File: config.mk
export PLATFORM = sky130hd
export DESIGN_NAME = gpu_command_packet_parser_unit
export DESIGN_NICKNAME = d
export VERILOG_FILES = /design/src/design/gcpp_pkg.sv /design/src/design/gcpp_front.sv /design/src/design/gcpp_queue.sv /design/src/design/gcpp_back.sv /design/src/design/gpu_command_packet_parser_unit.sv
export SDC_FILE = /design/constraint.sdc
export NUM_CORES = 1
export LEC_CHECK = 0
export BUFFER_PORTS_ARGS = -buffer_cell sky130_fd_sc_hd__buf_4
export CORE_MARGIN = 1.5
export CORE_UTILIZATION = 60
export DETAILED_ROUTE_END_ITERATION = 10
export PLACE_DENSITY_LB_ADDON = 0.15
export SYNTH_ARGS = -nofsm -noshare
export SYNTH_HDL_FRONTEND = slang
export SYNTH_HIERARCHICAL = 1
export SYNTH_SLANG_ARGS = --single-unit
File: constraint.sdc
create_clock -name clk -period 6.1 [get_ports clk]
set_input_delay 0.305 -clock clk [delete_from_list [all_inputs] [get_ports clk]]
set_output_delay 0.305 -clock clk [all_outputs]
set_load 0.02 [all_outputs]
File: src/design/gcpp_pkg.sv
// ----------------------------------------------------------------------------
// gcpp_pkg
// Shared types and constants of the command packet parser.
// ----------------------------------------------------------------------------
package gcpp_pkg;

	localparam int unsigned WORD_W  = 32;
	localparam int unsigned ADDR_W  = 16;
	localparam int unsigned COUNT_W = 11;

	localparam logic [ADDR_W-1:0] IB_BASE_RESET = 16'h0738;

	typedef enum logic [2:0] {
		KIND_T0   = 3'd0,
		KIND_T1   = 3'd1,
		KIND_T2   = 3'd2,
		KIND_T3   = 3'd3,
		KIND_ZERO = 3'd4
	} kind_t;

	typedef enum logic [1:0] {
		SLOT_FIRST  = 2'd0,
		SLOT_SECOND = 2'd1,
		SLOT_EXTRA  = 2'd2
	} slot_t;

	typedef struct packed {
		logic [WORD_W-1:0] value;
		logic [ADDR_W-1:0] addr;
	} wr_t;

endpackage

File: src/design/gcpp_front.sv
// ----------------------------------------------------------------------------
// gcpp_front
// Accepts command words, decodes headers and turns data words into
// register writes for the queue.
// ----------------------------------------------------------------------------
module gcpp_front (
	input  logic                           clk,
	input  logic                           arst_n,
	input  logic                           s_tvalid,
	output logic                           s_tready,
	input  logic [gcpp_pkg::WORD_W-1:0]    s_tdata,
	input  logic                           s_tlast,
	input  logic                           q_full,
	output logic                           q_push,
	output gcpp_pkg::wr_t                  q_wdata
);

	logic [gcpp_pkg::COUNT_W-1:0] words_left_q;
	gcpp_pkg::kind_t              kind_q;
	logic [gcpp_pkg::ADDR_W-1:0]  next_reg_q;
	logic [12:0]                  second_reg_q;
	gcpp_pkg::slot_t              slot_q;

	logic accept;
	logic is_hdr;
	logic emit;

	assign s_tready = !q_full;
	assign accept   = s_tvalid && s_tready;
	assign is_hdr   = (words_left_q == '0);
	assign emit     = !is_hdr && ((kind_q == gcpp_pkg::KIND_T0) ||
		((kind_q == gcpp_pkg::KIND_T1) && (slot_q != gcpp_pkg::SLOT_EXTRA)));

	assign q_push        = accept && emit;
	assign q_wdata.value = s_tdata;
	assign q_wdata.addr  = ((kind_q == gcpp_pkg::KIND_T1) && (slot_q == gcpp_pkg::SLOT_SECOND))
		? {3'b000, second_reg_q} : next_reg_q;

	always_ff @(posedge clk or negedge arst_n) begin
		if (!arst_n) begin
			words_left_q <= '0;
			kind_q       <= gcpp_pkg::KIND_T0;
			next_reg_q   <= '0;
			second_reg_q <= '0;
			slot_q       <= gcpp_pkg::SLOT_FIRST;
		end else if (accept) begin
			if (s_tlast) begin
				words_left_q <= '0;
			end else if (is_hdr) begin
				words_left_q <= {1'b0, s_tdata[25:16]} + 11'd1;
			end else begin
				words_left_q <= words_left_q - 11'd1;
			end
			if (is_hdr) begin
				slot_q <= gcpp_pkg::SLOT_FIRST;
				if (s_tdata == '0) begin
					kind_q       <= gcpp_pkg::KIND_ZERO;
					next_reg_q   <= '0;
					second_reg_q <= '0;
				end else if (s_tdata[31:30] == 2'd1) begin
					kind_q       <= gcpp_pkg::KIND_T1;
					next_reg_q   <= {3'b000, s_tdata[10:0], 2'b00};
					second_reg_q <= {s_tdata[21:11], 2'b00};
				end else begin
					kind_q       <= gcpp_pkg::kind_t'({1'b0, s_tdata[31:30]});
					next_reg_q   <= {1'b0, s_tdata[12:0], 2'b00};
					second_reg_q <= '0;
				end
			end else begin
				if (kind_q == gcpp_pkg::KIND_T0) begin
					next_reg_q <= next_reg_q + 16'd4;
				end else if (kind_q == gcpp_pkg::KIND_T1) begin
					if (slot_q == gcpp_pkg::SLOT_FIRST) begin
						slot_q <= gcpp_pkg::SLOT_SECOND;
					end else begin
						slot_q <= gcpp_pkg::SLOT_EXTRA;
					end
				end
			end
		end
	end

	a_last_ends_packet: assert property (@(posedge clk) disable iff (!arst_n)
		(accept && s_tlast) |=> (words_left_q == '0))
		else $error("tail word did not return parser to header");

	a_header_no_write: assert property (@(posedge clk) disable iff (!arst_n)
		(accept && is_hdr) |-> !q_push)
		else $error("header word produced a register write");

endmodule

File: src/design/gcpp_queue.sv
// ----------------------------------------------------------------------------
// gcpp_queue
// Short FIFO of register writes between parser and output stage.
// ----------------------------------------------------------------------------
module gcpp_queue #(
	parameter int unsigned DEPTH = 4
) (
	input  logic          clk,
	input  logic          arst_n,
	input  logic          push,
	input  gcpp_pkg::wr_t wdata,
	output logic          full,
	input  logic          pop,
	output logic          empty,
	output gcpp_pkg::wr_t rdata
);

	localparam int unsigned AW = (DEPTH > 1) ? $clog2(DEPTH) : 1;
	localparam int unsigned CW = $clog2(DEPTH + 1);

	gcpp_pkg::wr_t   mem_q [DEPTH];
	logic [AW-1:0]   wptr_q;
	logic [AW-1:0]   rptr_q;
	logic [CW-1:0]   count_q;

	logic do_push;
	logic do_pop;

	assign full    = (count_q == CW'(DEPTH));
	assign empty   = (count_q == '0);
	assign do_push = push && !full;
	assign do_pop  = pop && !empty;
	assign rdata   = mem_q[rptr_q];

	always_ff @(posedge clk) begin
		if (do_push) begin
			mem_q[wptr_q] <= wdata;
		end
	end

	always_ff @(posedge clk or negedge arst_n) begin
		if (!arst_n) begin
			wptr_q  <= '0;
			rptr_q  <= '0;
			count_q <= '0;
		end else begin
			if (do_push) begin
				wptr_q <= (wptr_q == AW'(DEPTH - 1)) ? '0 : wptr_q + AW'(1);
			end
			if (do_pop) begin
				rptr_q <= (rptr_q == AW'(DEPTH - 1)) ? '0 : rptr_q + AW'(1);
			end
			if (do_push && !do_pop) begin
				count_q <= count_q + CW'(1);
			end else if (do_pop && !do_push) begin
				count_q <= count_q - CW'(1);
			end
		end
	end

	a_count_bound: assert property (@(posedge clk) disable iff (!arst_n)
		count_q <= CW'(DEPTH))
		else $error("queue count beyond depth");

	a_push_lost: assert property (@(posedge clk) disable iff (!arst_n)
		push |-> !full)
		else $error("write pushed into full queue");

endmodule

File: src/design/gcpp_back.sv
// ----------------------------------------------------------------------------
// gcpp_back
// Drains the write queue into the output register and flags writes to the
// indirect-buffer base register.
// ----------------------------------------------------------------------------
module gcpp_back (
	input  logic                          clk,
	input  logic                          arst_n,
	input  logic                          cfg_wen,
	input  logic [gcpp_pkg::ADDR_W-1:0]   cfg_wdata,
	input  logic                          q_empty,
	input  gcpp_pkg::wr_t                 q_rdata,
	output logic                          q_pop,
	output logic                          m_tvalid,
	input  logic                          m_tready,
	output logic [47:0]                   m_tdata,
	output logic                          m_tuser
);

	logic [gcpp_pkg::ADDR_W-1:0] ib_base_q;
	logic                        valid_q;
	gcpp_pkg::wr_t               wr_q;
	logic                        ib_q;

	assign q_pop    = !q_empty && (!valid_q || m_tready);
	assign m_tvalid = valid_q;
	assign m_tdata  = {wr_q.value, wr_q.addr};
	assign m_tuser  = ib_q;

	always_ff @(posedge clk or negedge arst_n) begin
		if (!arst_n) begin
			ib_base_q <= gcpp_pkg::IB_BASE_RESET;
			valid_q   <= 1'b0;
		end else begin
			if (cfg_wen) begin
				ib_base_q <= cfg_wdata;
			end
			if (q_pop) begin
				valid_q <= 1'b1;
			end else if (m_tready) begin
				valid_q <= 1'b0;
			end
		end
	end

	always_ff @(posedge clk) begin
		if (q_pop) begin
			wr_q <= q_rdata;
			ib_q <= (q_rdata.addr == ib_base_q);
		end
	end

endmodule

File: src/design/gpu_command_packet_parser_unit.sv
// ----------------------------------------------------------------------------
// gpu_command_packet_parser_unit
// Command-word packet parser emitting register writes.
//
// channel  dir  handshake          payload
// s_       in   s_tvalid/s_tready  s_tdata[31:0] word, s_tlast last_word
// m_       out  m_tvalid/m_tready  m_tdata addr/value, m_tuser ib_base_write
// cfg_     in   cfg_wen            cfg_wdata ib_base_reg
//
// One word per cycle while not stalled; a write is queued, then registered.
// The front stalls only when the write queue (QUEUE_DEPTH) is full.
// Reset is asynchronous; the parser then expects a header.
// The output register drains the queue every cycle m_tready allows.
// ----------------------------------------------------------------------------
module gpu_command_packet_parser_unit #(
	parameter int unsigned QUEUE_DEPTH = 4
) (
	input  logic        clk,
	input  logic        arst_n,
	input  logic        s_tvalid,
	output logic        s_tready,
	input  logic [31:0] s_tdata,   // [31:0] word
	input  logic        s_tlast,
	output logic        m_tvalid,
	input  logic        m_tready,
	output logic [47:0] m_tdata,   // [15:0] reg_addr, [47:16] reg_value
	output logic        m_tuser,   // [0] ib_base_write
	input  logic        cfg_wen,
	input  logic [15:0] cfg_wdata
);

	logic          q_full;
	logic          q_push;
	logic          q_empty;
	logic          q_pop;
	gcpp_pkg::wr_t q_wdata;
	gcpp_pkg::wr_t q_rdata;

	gcpp_front u_front (
		.clk      (clk),
		.arst_n   (arst_n),
		.s_tvalid (s_tvalid),
		.s_tready (s_tready),
		.s_tdata  (s_tdata),
		.s_tlast  (s_tlast),
		.q_full   (q_full),
		.q_push   (q_push),
		.q_wdata  (q_wdata)
	);

	gcpp_queue #(
		.DEPTH (QUEUE_DEPTH)
	) u_queue (
		.clk    (clk),
		.arst_n (arst_n),
		.push   (q_push),
		.wdata  (q_wdata),
		.full   (q_full),
		.pop    (q_pop),
		.empty  (q_empty),
		.rdata  (q_rdata)
	);

	gcpp_back u_back (
		.clk       (clk),
		.arst_n    (arst_n),
		.cfg_wen   (cfg_wen),
		.cfg_wdata (cfg_wdata),
		.q_empty   (q_empty),
		.q_rdata   (q_rdata),
		.q_pop     (q_pop),
		.m_tvalid  (m_tvalid),
		.m_tready  (m_tready),
		.m_tdata   (m_tdata),
		.m_tuser   (m_tuser)
	);

endmodule

==> impl_metrics.yaml <==
status:
  outcome: "finished, final reports clean"
placement:
  dp_cells: 1074
  port-buffer-count: 104
  gp_congestion: 0.8950
  dp_hpwl_um: 16710
global_routing:
  antenna_found_initial: 0
  grt_pass1_wl_um: 41960
  grt_pass1_vias: 7382
  grtUsageTotal_pct: 25.04
  grt_overflow: 0
  grt_max_degree: 66
cts:
  cts_made_buffers: 31
  cts.sinks: 306
  clk_pin_slew_worst_paths_ns: 0.06
  cts_buffer_depth: 3
  cts_tree: "built"
  htree_num_levels: 1
  cts_root_buffer: "clkbuf_16"
  insertion_delay_ns: 0.55
yosys:
  ys_seq_area_share_pct: 69.06
  async_flop_share_pct: 21.24
  synth_area_leaders: "edfxtp_1 (56%), dfrtp_1 (11%), mux4_2 (8.4%)"
  synth.largest_area_cell: "edfxtp_1"
  yosys_register_bits: 306
  netlist_top_cells_count: "edfxtp_1 (241), dfrtp_1 (59), mux4_2 (48)"
  synth_most_common_cell: "edfxtp_1"
  yosysWarnings: 6
  synth.avg_cell_area_sq_um: 17.06
  synth_cell_type_count: 68
  synth_edf_count: 241
  synth_area_sq_um: 12840
  synth.top_cell.area_share_pct: 56.34
  syn_inst: 753
  synth-main-ff-cell: "edfxtp_1"
routing:
  routed_wl_um: 26890
  drc: 0
  vias: 7104
  firstDrtPassIters: 5
  vias_per_cell: 6.114
  drtIter0Drc: 502
  wire_per_inst_um: 23.14
  antenna_left: 0
worst_setup_path:
  cpLargestDelayFamily: "simple AND/OR/NAND/NOR gates"
  cp_cell_sequence: "inv_1 > ha_1 > nor2b_1 > nand3_1 > nand2_1 > nor4_1 > nor2b_4 > and2_2 > buf_4"
  cp_data_required_time_ns: 6.34
  cp_num_buf_inv: 2
  critPathSlowestCell: "and2_2"
  cp.arrival_ns: 3.63
  worstSetupPathType: "register to register"
  end_kind: "register"
  cp_max_fo: 34
  cp_slowest_stage_delay_ns: 0.87
  worst_setup_path_start_kind: "register"
floorplanning:
  core_area_sq_um: 21020
  dieArea_sq_um: 22300
  die_h_um: 149.3
  start_util_pct: 61.10
  io_pins: 105
  dieWidth_um: 149.3
  num_rows: 53
power_and_ir_drop:
  power.leakage_uw: 0.005453
  ir_worst_vdd_mv: 0.6669
  p_per_area_nw_per_um2: 507.5
sta:
  slew_headroom_pct: 29.54
  post-route-period-util_pct: 55.56
  tightestPinTransition_ns: 1.055
  rsz0062_at_grt: "false"
  finalClockSkew_ns: 0.01425
  slew_viol_final: 0
  timing.setup.tns_ns: 0
  fmax_mhz: 295.0
  setup_viol: 0
  hold_viol: 0
  period_needed_ns: 3.389
cells_and_area:
  drive_gt1_share_pct: 28.86
  finalNetCount: 929
  fillCellCount: 1309
  fin_cells: 1162
  area_delta_synth_final_pct: 15.77
  antenna_cells: 0
flow_run:
  max-cap-violations: 0
min_path:
  holdCritPathClass: "input pin to register"
-- worst paths after layout --
| check | from | end | slack [ns] | cells after the start |
|---|---|---|---|---|
| min in group asynchronous | arst_n | u_back/ib_base_q[15] | 0.40 | 2 |
| worst max register to register | u_front/words_left_q[0] | u_queue/mem_q[0][34] | 2.71 | 9 |
| max in group asynchronous | arst_n | u_queue/rptr_q[0] | 5.03 | 2 |
| worst min-delay path | s_tdata[3] | u_queue/mem_q[3][19] | 0.01 | 1 |
| worst max-delay path | u_front/words_left_q[0] | u_queue/mem_q[0][34] | 2.71 | 9 |
| worst min register to register | u_front/second_reg_q[12] | u_front/second_reg_q[12] | 0.46 | 2 |
-- final cells by class --
cell class | instances | area, sq um | share of cell area (%)
Clock buffer | 39 | 805.8 | 5.419
Clock inverter | 18 | 158.9 | 1.069
Inverter | 15 | 56.30 | 0.3786
Multi-Input combinational cell | 364 | 3463 | 23.29
Sequential cell | 306 | 8876 | 59.69
Tap cell | 275 | 344.1 | 2.314
Timing Repair Buffer | 145 | 1166 | 7.842
-- cell usage in the layout, fill, tap and decap left out, types with 13 or more instances in the layout --
cell / Yosys / layout
edfxtp_1: 241 / 241
buf_4: 35 / 114
dfrtp_1: 59 / 57
mux4_2: 48 / 48
nand2_1: 45 / 45
clkbuf_16: 0 / 31
dlygate4sd3_1: 0 / 31
nand3_1: 24 / 24
xnor2_1: 20 / 20
nand4_1: 19 / 19
mux2_2: 18 / 18
inv_1: 15 / 15
mux2i_1: 13 / 13
-- report_power, final --
group,total [uW],switching [uW],internal [uW],leakage (uW)
Clock,1800,748,1050,0.000474
Combinational,2390,1340,1050,0.00197
Sequential,3360,365,2990,0.00301
-- sequential cells by signal, indices dropped and copies added, names as in the netlist --
register	count
u_queue/mem_q	192
u_back/m_tdata	48
u_back/ib_base_q	16
u_front/next_reg_q	14
u_front/second_reg_q	11
u_front/words_left_q	11
u_front/kind_q	3
u_queue/count_q	3
u_front/slot_q	2
u_queue/rptr_q	2
u_queue/wptr_q	2
u_back/m_tuser	1
u_back/m_tvalid	1
-- routing by layer --
metal / part of all wire, % / wire (um) / track usage (%) / up-vias
met2: 51 / 13700 / 41.88 / 288
met1: 41 / 10910 / 34.19 / 3627
met4: 2.6 / 697 / 8.366 / 0
li1: - / - / - / 3138
met3: 5.9 / 1576 / 3.609 / 51
met5: 0 / 0 / 0 / -
-- cells by family (layout without fill, tap and decap cells) --
| group | count (synthesis) | count (layout) | synth area share, % |
|---|---|---|---|
| flops | 306 | 306 | 69.06 |
| mux | 92 | 92 | 12.50 |
| xor+xnor | 26 | 26 | 1.773 |
| fa+ha+maj | 12 | 12 | 1.227 |
| simple gates | 166 | 166 | 7.403 |
| buf+inv | 84 | 217 | 4.179 |
| other cells | 1 | 2 | 0.02919 |
| compound gates | 66 | 66 | 3.828 |
-- metrics by stage --
stage / util [%] / worst slack [ns] / hold WS (ns) / area (sq um) / power, uW
final: 70.74 / 2.711 / 0.01158 / 14870 / 7547
after floorplan: - / 1.477 / 0.009409 / 12850 / 5028
after global routing: 70.74 / 2.478 / 0.005712 / 14870 / 7906
after detailed placement: 64.67 / 2.673 / 0.4545 / 13600 / 5749
after global placement: 64.67 / 2.839 / 0.4472 / 13600 / 5648
after CTS: 70.69 / 2.665 / 0.001157 / 14860 / 7581
-- timing repair --
item                                   CTS  global route
hold buffers                            30             1
gates resized for setup                  0             0
setup buffers                            0             0
endpoints found under the hold margin  127             1
Note: power is estimated with default switching activity, not from simulation.
